File: src/hdl/wsc_pkg.sv
// Package with widths, constants and the arctangent table of the steering controller.
package wsc_pkg;

    localparam int CORDIC_STAGES_DEF = 16;
    localparam int ATAN_ENTRIES      = 24;
    // Width of the CORDIC x and y words: 33-bit differences scaled by 2^20,
    // plus growth of the vectoring gain and the pre-rotation.
    localparam int XY_W  = 56;
    localparam int Z_W   = 28;
    localparam int CFG_W = 16;
    localparam int IDX_W = 3;

    localparam logic signed [Z_W-1:0] PI_Q24 = 28'sd52707179;
    localparam int PI_Q13     = 25736;
    localparam int TWO_PI_Q13 = 51472;
    localparam int STOP_MARGIN_Q8  = 128;
    localparam int DETECT_RANGE_Q8 = 1280;

    typedef enum logic [IDX_W-1:0] {
        REG_TURN_GAIN_NEAR   = 3'd0,
        REG_TURN_GAIN_FAR    = 3'd1,
        REG_SPEED_GAIN       = 3'd2,
        REG_SPEED_LIMIT      = 3'd3,
        REG_SPEED_LIMIT_SLOW = 3'd4,
        REG_TURN_LIMIT       = 3'd5,
        REG_TURN_LIMIT_SLOW  = 3'd6,
        REG_CURVE_THRESHOLD  = 3'd7
    } reg_idx_t;

    // Side data that travels with an item down the CORDIC chain.
    typedef struct packed {
        logic               zero_vec;
        logic signed [15:0] heading;
        logic signed [15:0] obstacle_distance;
        logic               reverse;
        logic               slow;
    } side_t;

    // One slot of the chain: valid flag, vector, angle and side data.
    typedef struct packed {
        logic                  vld;
        logic signed [XY_W-1:0] x;
        logic signed [XY_W-1:0] y;
        logic signed [Z_W-1:0]  z;
        side_t                 side;
    } slot_t;

    function automatic logic signed [Z_W-1:0] atan_q24(input int i);
        logic signed [Z_W-1:0] r;
        begin
            unique case (i)
                0:  r = 28'sd13176795;
                1:  r = 28'sd7778716;
                2:  r = 28'sd4110060;
                3:  r = 28'sd2086331;
                4:  r = 28'sd1047214;
                5:  r = 28'sd524117;
                6:  r = 28'sd262123;
                7:  r = 28'sd131069;
                default: r = (i < ATAN_ENTRIES) ? Z_W'(28'sd1 <<< (24 - i)) : '0;
            endcase
            atan_q24 = r;
        end
    endfunction

endpackage

File: src/hdl/wsc_steer.sv
// Heading error wrap, turn gain and clamp, and forward speed, over three registered stages.
module wsc_steer (
    input  logic                 clk,
    input  logic                 rst_n,
    input  logic                 en,
    input  wsc_pkg::slot_t       din,
    input  logic [15:0]          turn_gain_near,
    input  logic [15:0]          turn_gain_far,
    input  logic [15:0]          speed_gain,
    input  logic [14:0]          speed_limit,
    input  logic [14:0]          speed_limit_slow,
    input  logic [14:0]          turn_limit,
    input  logic [14:0]          turn_limit_slow,
    input  logic [14:0]          curve_threshold,
    output logic                 vld,
    output logic signed [15:0]   forward_speed,
    output logic signed [15:0]   turn_rate
);
    import wsc_pkg::*;

    // Stage A: bearing, error, wrap, gain choice, speed product.
    logic signed [Z_W:0]  zr;
    logic signed [15:0]   bearing;
    logic signed [19:0]   err, a1, a3, e;
    logic        [19:0]   m1, m2, m3, me;
    logic signed [16:0]   fd;
    logic signed [33:0]   sp_prod;

    logic                 a_vld_reg;
    logic signed [19:0]   a_e_reg;
    logic        [15:0]   a_gain_reg;
    logic signed [33:0]   a_sp_reg;
    logic                 a_far_reg, a_rev_reg, a_slow_reg;
    logic                 b_vld_reg;

    always_comb
    begin
        zr      = ({din.z[Z_W-1], din.z} + (Z_W+1)'(1024)) >>> 11;
        bearing = din.side.zero_vec ? 16'sd0 : zr[15:0];
        err     = 20'(bearing) - 20'(din.side.heading)
                  + (din.side.reverse ? 20'sd25736 : 20'sd0);
        a1 = err + 20'sd51472;
        a3 = err - 20'sd51472;
        m1 = a1[19] ? 20'(-a1) : a1;
        m2 = err[19] ? 20'(-err) : err;
        m3 = a3[19] ? 20'(-a3) : a3;
        priority if (m1 < m2 && m1 < m3) e = a1;
        else if (m2 < m1 && m2 < m3)     e = err;
        else if (m3 < m1 && m3 < m2)     e = a3;
        else                             e = '0;
        me = e[19] ? 20'(-e) : e;
        fd = 17'(din.side.obstacle_distance) - 17'sd128;
        sp_prod = 34'(fd) * $signed({18'd0, speed_gain});
    end

    always_ff @(posedge clk or negedge rst_n)
    begin
        if (!rst_n)
        begin
            a_vld_reg <= 1'b0;
            b_vld_reg <= 1'b0;
            vld       <= 1'b0;
        end
        else if (en)
        begin
            a_vld_reg <= din.vld;
            b_vld_reg <= a_vld_reg;
            vld       <= b_vld_reg;
        end
    end

    always_ff @(posedge clk)
    begin
        if (en)
        begin
            a_e_reg    <= e;
            a_gain_reg <= (me < 20'(curve_threshold)) ? turn_gain_near : turn_gain_far;
            a_sp_reg   <= sp_prod;
            a_far_reg  <= (fd > 17'sd1280);
            a_rev_reg  <= din.side.reverse;
            a_slow_reg <= din.side.slow;
        end
    end

    // Stage B: turn product and clamps.
    logic signed [36:0] t_prod, t_sh;
    logic signed [33:0] v_sh;
    logic        [14:0] tlim, vmax;
    logic signed [15:0] turn_c, v_c;

    logic signed [15:0] b_turn_reg, b_v_reg;
    logic               b_rev_reg;

    always_comb
    begin
        t_prod = 37'(a_e_reg) * $signed({21'd0, a_gain_reg});
        t_sh   = (t_prod + 37'sd2048) >>> 12;
        tlim   = a_slow_reg ? turn_limit_slow : turn_limit;
        vmax   = a_slow_reg ? speed_limit_slow : speed_limit;
        if (t_sh > $signed({22'd0, tlim}))        turn_c = $signed({1'b0, tlim});
        else if (t_sh < -$signed({22'd0, tlim}))  turn_c = -$signed({1'b0, tlim});
        else                                      turn_c = t_sh[15:0];
        v_sh = (a_sp_reg + 34'sd128) >>> 8;
        if (a_far_reg || v_sh > $signed({19'd0, vmax})) v_c = $signed({1'b0, vmax});
        else if (v_sh < 0)                              v_c = '0;
        else                                            v_c = v_sh[15:0];
    end

    always_ff @(posedge clk)
    begin
        if (en)
        begin
            b_turn_reg <= turn_c;
            b_v_reg    <= v_c;
            b_rev_reg  <= a_rev_reg;
        end
    end

    // Stage C: sharp-turn stop and reverse sign.
    logic [15:0] tabs;
    logic signed [15:0] v_f;

    always_comb
    begin
        tabs = b_turn_reg[15] ? 16'(-b_turn_reg) : b_turn_reg;
        v_f  = (tabs < {1'b0, curve_threshold}) ? b_v_reg : '0;
        if (b_rev_reg)
            v_f = -v_f;
    end

    always_ff @(posedge clk)
    begin
        if (en)
        begin
            forward_speed <= v_f;
            turn_rate     <= b_turn_reg;
        end
    end
endmodule

File: config.mk
export PLATFORM = sky130hd
export DESIGN_NAME = wsc_steer
export DESIGN_NICKNAME = d
export VERILOG_FILES = /design/src/hdl/wsc_pkg.sv /design/src/hdl/wsc_steer.sv
export SDC_FILE = /design/constraint.sdc
export NUM_CORES = 2
export LEC_CHECK = 0
export BUFFER_PORTS_ARGS = -buffer_cell sky130_fd_sc_hd__buf_2
export CAP_MARGIN = 40
export CORE_UTILIZATION = 65
export CTS_CLUSTER_SIZE = 12
export DETAILED_ROUTE_END_ITERATION = 12
export GPL_TIMING_DRIVEN = 0
export PLACE_DENSITY = 0.86
export SYNTH_ARGS = -nofsm -noshare
export SYNTH_HDL_FRONTEND = slang
export SYNTH_SLANG_ARGS = --single-unit
File: constraint.sdc
create_clock -name clk -period 21.3 [get_ports clk]
set_input_delay 2.13 -clock clk [delete_from_list [all_inputs] [get_ports clk]]
set_output_delay 2.13 -clock clk [all_outputs]
set_load 0.02 [all_outputs]
Word-level counts from Yosys, hierarchy flattened
Index checks and enable logic that the tools add are counted.
{ "word_totals": {"regBits": 141, "input_bits": 302, "out_inout_bits": 33} }
{ "classes": {"add_sub_neg": 16, "n_mul": 2, "order_cmp": 13, "n_mux": 19, "reduce_logical": 5} }
{ "op_table": {"columns": ["op", "n"], "rows": [
  ["two-way mux 20 bit", 7],
  ["< comparator 20 bit", 6],
  ["two-way mux 16 bit", 6],
  ["two-way mux 15 bit", 6],
  ["negation 19 -> 20 bit", 2],
  ["adder 37 x 13 -> 37 bit (second input constant)", 1],
  ["< comparator 25 x 37 -> 1 bit", 1],
  ["multiplier 20 x 17 -> 37 bit", 1],
  ["negation 15 -> 37 bit", 1],
  ["adder 34 x 9 -> 34 bit (second input constant)", 1],
  ["multiplier 17 x 17 -> 34 bit", 1],
  ["negation 16 bit", 2],
  ["adder 27 x 12 -> 27 bit (second input constant)", 1],
  ["greater-than comparator 26 x 16 -> 1 bit", 1],
  ["< comparator 26 x 1 -> 1 bit (second input constant)", 1],
  ["greater-than comparator 25 x 16 -> 1 bit", 1],
  ["< comparator 20 x 15 -> 1 bit", 1],
  ["negation 18 -> 20 bit", 1],
  ["negation 20 bit", 1],
  ["adder 18 x 17 -> 19 bit (second input constant)", 1],
  ["subtractor 18 x 17 -> 19 bit (second input constant)", 1],
  ["adder 17 x 16 -> 18 bit", 1],
  ["greater-than comparator 17 x 12 -> 1 bit (second input constant)", 1],
  ["subtractor 16 x 16 -> 17 bit", 1],
  ["other kinds (6)", 8]
]} }

Depth between registers and ports, before layout
{ "logic_depth": {"word_depth": 16, "ltp_mapped": 51, "ltp_nobuf": 48} }

Least setup slack after synthesis
Ideal clock, no wire load.
{ "synth_path": {"path_kind": "in2reg", "from": "input port din[45] (netlist name)", "to": "register a_gain_reg[10], data pin", "arrival_ns": 11.661, "slack_ns": 9.378, "path_stages": 48, "n_path_buf": 5, "path_cell_list": "ha_1 -> and2_1 -> clkbuf_1 -> nand2_1 -> xor2_1 -> nor2_1 -> fa_1 -> ha_1 -> a211oi_2 -> nor2_1 -> xor2_2 -> clkinv_1 -> ha_1 -> nand3_2 -> a211o_1 -> a211oi_2 -> o21ai_0 -> nand2_1 -> [12 not listed] -> clkbuf_1 -> nor2_1 -> xor2_1 -> ha_1 -> a21oi_1 -> nor2b_1 -> o21ai_0 -> nand2b_1 -> a21oi_1 -> nor2b_1 -> o21ai_0 -> nand2b_1 -> a2111oi_0 -> o41ai_1 -> a31o_2 -> nor4_4 -> buf_8 -> mux2_4"} }
{ "synth_between": {"elab_chain_cells": 16, "word_cells_on_any_way": 28, "classes_between": "add/sub: 9; order compare: 7; mux: 9; reduce/logical: 3"} }
{ "synth_lines": {"columns": ["element", "line_no", "rtl"], "rows": [
  ["start, declared", "wsc_steer.sv:6", "input wsc_pkg::slot_t din,"],
  ["adder 27 x 12 -> 27 bit *", "wsc_steer.sv:38", "zr = ({din.z[Z_W-1], din.z} + (Z_W+1)'(1024)) >>> 11;"],
  ["two-way mux 16 bit *", "wsc_steer.sv:39", "bearing = din.side.zero_vec ? 16'sd0 : zr[15:0];"],
  ["subtractor 16 x 16 -> 17 bit *", "wsc_steer.sv:40", "err = 20'(bearing) - 20'(din.side.heading)"],
  ["adder 17 x 16 -> 18 bit *", "wsc_steer.sv:41", "+ (din.side.reverse ? 20'sd25736 : 20'sd0);"],
  ["subtractor 18 x 17 -> 19 bit or adder 18 x 17 -> 19 bit (tied branches)", "wsc_steer.sv:43, wsc_steer.sv:42", null],
  ["negation 19 -> 20 bit, on equally long branches", "wsc_steer.sv:46, wsc_steer.sv:44", null],
  ["two-way mux 20 bit, on equally long branches", "wsc_steer.sv:46, wsc_steer.sv:44", null],
  ["< comparator 20 bit", "wsc_steer.sv:49", "else if (m3 < m1 && m3 < m2) e = a3;"],
  ["logical AND 1 bit", "wsc_steer.sv:49", null],
  ["two-way mux 20 bit", "wsc_steer.sv:49", null],
  ["two-way mux 20 bit", "wsc_steer.sv:48", "else if (m2 < m1 && m2 < m3) e = err;"],
  ["two-way mux 20 bit *", "wsc_steer.sv:47", "priority if (m1 < m2 && m1 < m3) e = a1;"],
  ["negation 20 bit", "wsc_steer.sv:51", "me = e[19] ? 20'(-e) : e;"],
  ["two-way mux 20 bit *", "wsc_steer.sv:51", null],
  ["< comparator 20 x 15 -> 1 bit *", "wsc_steer.sv:77", "a_gain_reg <= (me < 20'(curve_threshold)) ? turn_gain_near : turn_gain_far;"],
  ["two-way mux 16 bit *", "wsc_steer.sv:77", null],
  ["end signal, assigned", "wsc_steer.sv:77", null],
  ["end, declared", "wsc_steer.sv:31", "logic [15:0] a_gain_reg;"]
]} }
Every way passes the cells marked *; elsewhere a longest branch is shown, timed or not.
A chain may end at the register's enable or synchronous reset.

Final worst setup path
{ "layout_path": {"from": "input port din[46] (netlist name)", "to": "register a_gain_reg[10], data pin"} }
The elaborated chain is that of the path after synthesis.

==> reports/results.ini <==
[clock_network]
cts_root_buffer = clkbuf_16
path_clk_slew_ns = 0.06
htree_levels = 4
cts_tree = built
cts-hold-fix-buffers = 0
cts_sinks = 133
insertion_delay_ns = 0.47
postCtsSetupRepairBufs = 0
cts.repair.resized = 0
numCtsBuffers = 17
cts.path.max_buffers = 2

[setup_path]
cp_data_required_time_ns = 21.51
critPathMaxStageDelay_ns = 0.76
endpoint_kind = flop
cpMaxStageDelayCell = o21ai_1
cp_max_fo = 12
crit_arrival_ns = 14.17
critPathKind = in -> reg
start_kind = primary input

[floorplanning]
die-area_sq_um = 57100
rows = 86
die_w_um = 239
boundaryPins = 335
start_util = 0.659
die_y_um = 239
core_sq_um = 55300

[logic_synthesis]
synth_top_family_by_area = adder cells
synthFlopType = edfxtp_1
syn_area_sq_um = 36500
synth_compound_area_frac = 0.0928
synth_cells = 4021
synth.avg_cell_area_sq_um = 9.07
postSynth.asyncResetShare = 0.0226
muxShareOfSynthArea = 0.0175
synthAdderAreaFrac = 0.456
synth-xor-area-share = 0.0556
yosysSeqAreaShare = 0.109
synth_cell_type_count = 107
synth-seq-cells = 133
yosys_warnings = 0
synth_edf_count = 130
yosys.area_share.simple = 0.174

[timing]
rsz0062_at_grt = false
post-route-min-period_ns = 13.96
slew_headroom = 0.374
finalSetupViolations = 0
finalHoldViolCount = 0
tns_ns = 0
finalMaxSlewViolations = 0
tightestPinTransition_ns = 0.927
clock-skew-final_ns = 0.0182
fmax_mhz = 71.6
post-route-period-util = 0.655

[worst_hold_path]
hold_path.class = reg -> reg

[routing]
vias_per_cell = 5.88
drt_iter0_drc = 2388
dr_total_vias = 29585
dr.pass1.iters = 6
drcViolationCount = 0
routed_wl_um = 97200
ant_nets = 0
routedWlPerCell_um = 19.3

[global_route]
grt_max_degree = 97
grt_overflow_total = 0
antenna_found_initial = 0
grt_pass1_vias = 30862
grt_pass1_wl_um = 157000
grt_usage = 0.356

[place]
gp_congestion = 1.04
dp.cells = 4995
dp_hpwl_um = 82400
io_buffers = 211

[cells_and_area]
antenna_cells = 0
stdcell_count = 5028
nNetsFinal = 5542
layout_commonest_cell = inv_1
syn_to_final_growth_pct = 7.43
largest_register_ffs = 27
drive_above_1_share = 0.0815
final_cell_mix = inv_1 (742), fa_1 (593), nand2_1 (439)

[status]
status = completed

[job]
maxCapViolCount = 0

-- synthesized netlist by cell type, types with 31 or more instances --
cell type	count	area, sq um
nand4_1	40	250
and3_1	31	194
nor3_1	32	160
mux2i_1	34	340
a21o_1	55	413
and2_1	277	1730
nand2_1	439	1650
nand2b_1	31	194
xor2_1	88	771
ha_1	380	4750
clkbuf_1	120	450
nor2b_1	46	288
nor2_1	177	664
edfxtp_1	130	3900
fa_1	593	11900
o21ai_0	90	450
nand3_1	65	325
a21oi_1	123	616
inv_1	742	2790
xnor2_1	133	1160
-- cells by family (layout without fill, tap and decap cells) --
family,after synthesis,after routing
mux,57,57
flops,133,133
xor+xnor,226,226
buf+inv,887,1135
fa+ha+maj,973,973
simple gates,1252,1252
other cells,2,13
compound gates,491,491
-- metrics by stage --
stage / instance area (sq um) / worst slack [ns] / hold WS, ns / utilization
floorplan: 36500 / 9.38 / 0.400 / -
CTS: 39200 / 7.65 / 0.426 / 0.708
global route: 39200 / 6.61 / 0.458 / 0.708
detailed placement: 38600 / 7.19 / 0.413 / 0.697
finish: 39200 / 7.34 / 0.421 / 0.708
global placement: 38500 / 7.29 / 0.410 / 0.696
-- final timing paths --
| path | startpoint | end | slack (ns) | depth (start not counted) |
|---|---|---|---|---|
| max in group asynchronous | rst_n | a_vld_reg | 19.75 | 1 |
| setup reg to reg | a_gain_reg[6] | b_turn_reg[12] | 9.18 | 40 |
| hold / removal | a_rev_reg | b_rev_reg | 0.42 | 0 |
| setup / recovery | din[46] | a_gain_reg[10] | 7.34 | 49 |
| hold reg to reg | a_rev_reg | b_rev_reg | 0.42 | 0 |
| min in group asynchronous | rst_n | vld | 1.45 | 1 |
-- per-layer routing --
layer  wire length [um]  global-route usage  up-vias
met3               7790              0.0510      398
met4               7490               0.247        0
li1                   -                   -    13369
met5                  0                   0        -
met1              36100               0.425    14327
met2              45900               0.595     1491
-- layout make-up --
class                           count  area [sq um]
Inverter                          745          2800
Tap cell                          748           936
Fill cell                        4198         16100
Buffer                            142           649
Multi-Input combinational cell   3012         29100
Timing Repair Buffer              216          1130
Sequential cell                   133          3980
Clock inverter                     15           180
Clock buffer                       17           425
-- worst max-delay path: cells and delay by family --
kind,cells,cell delay [ns]
buf+inv,6,1.33
mux,1,0.33
simple gates,16,2.76
fa+ha+maj,6,1.85
xor+xnor,4,1.13
compound gates,16,4.60
Power is not shown: default switching activity piles up to over one toggle a cycle in this logic, so the estimate is an artifact.
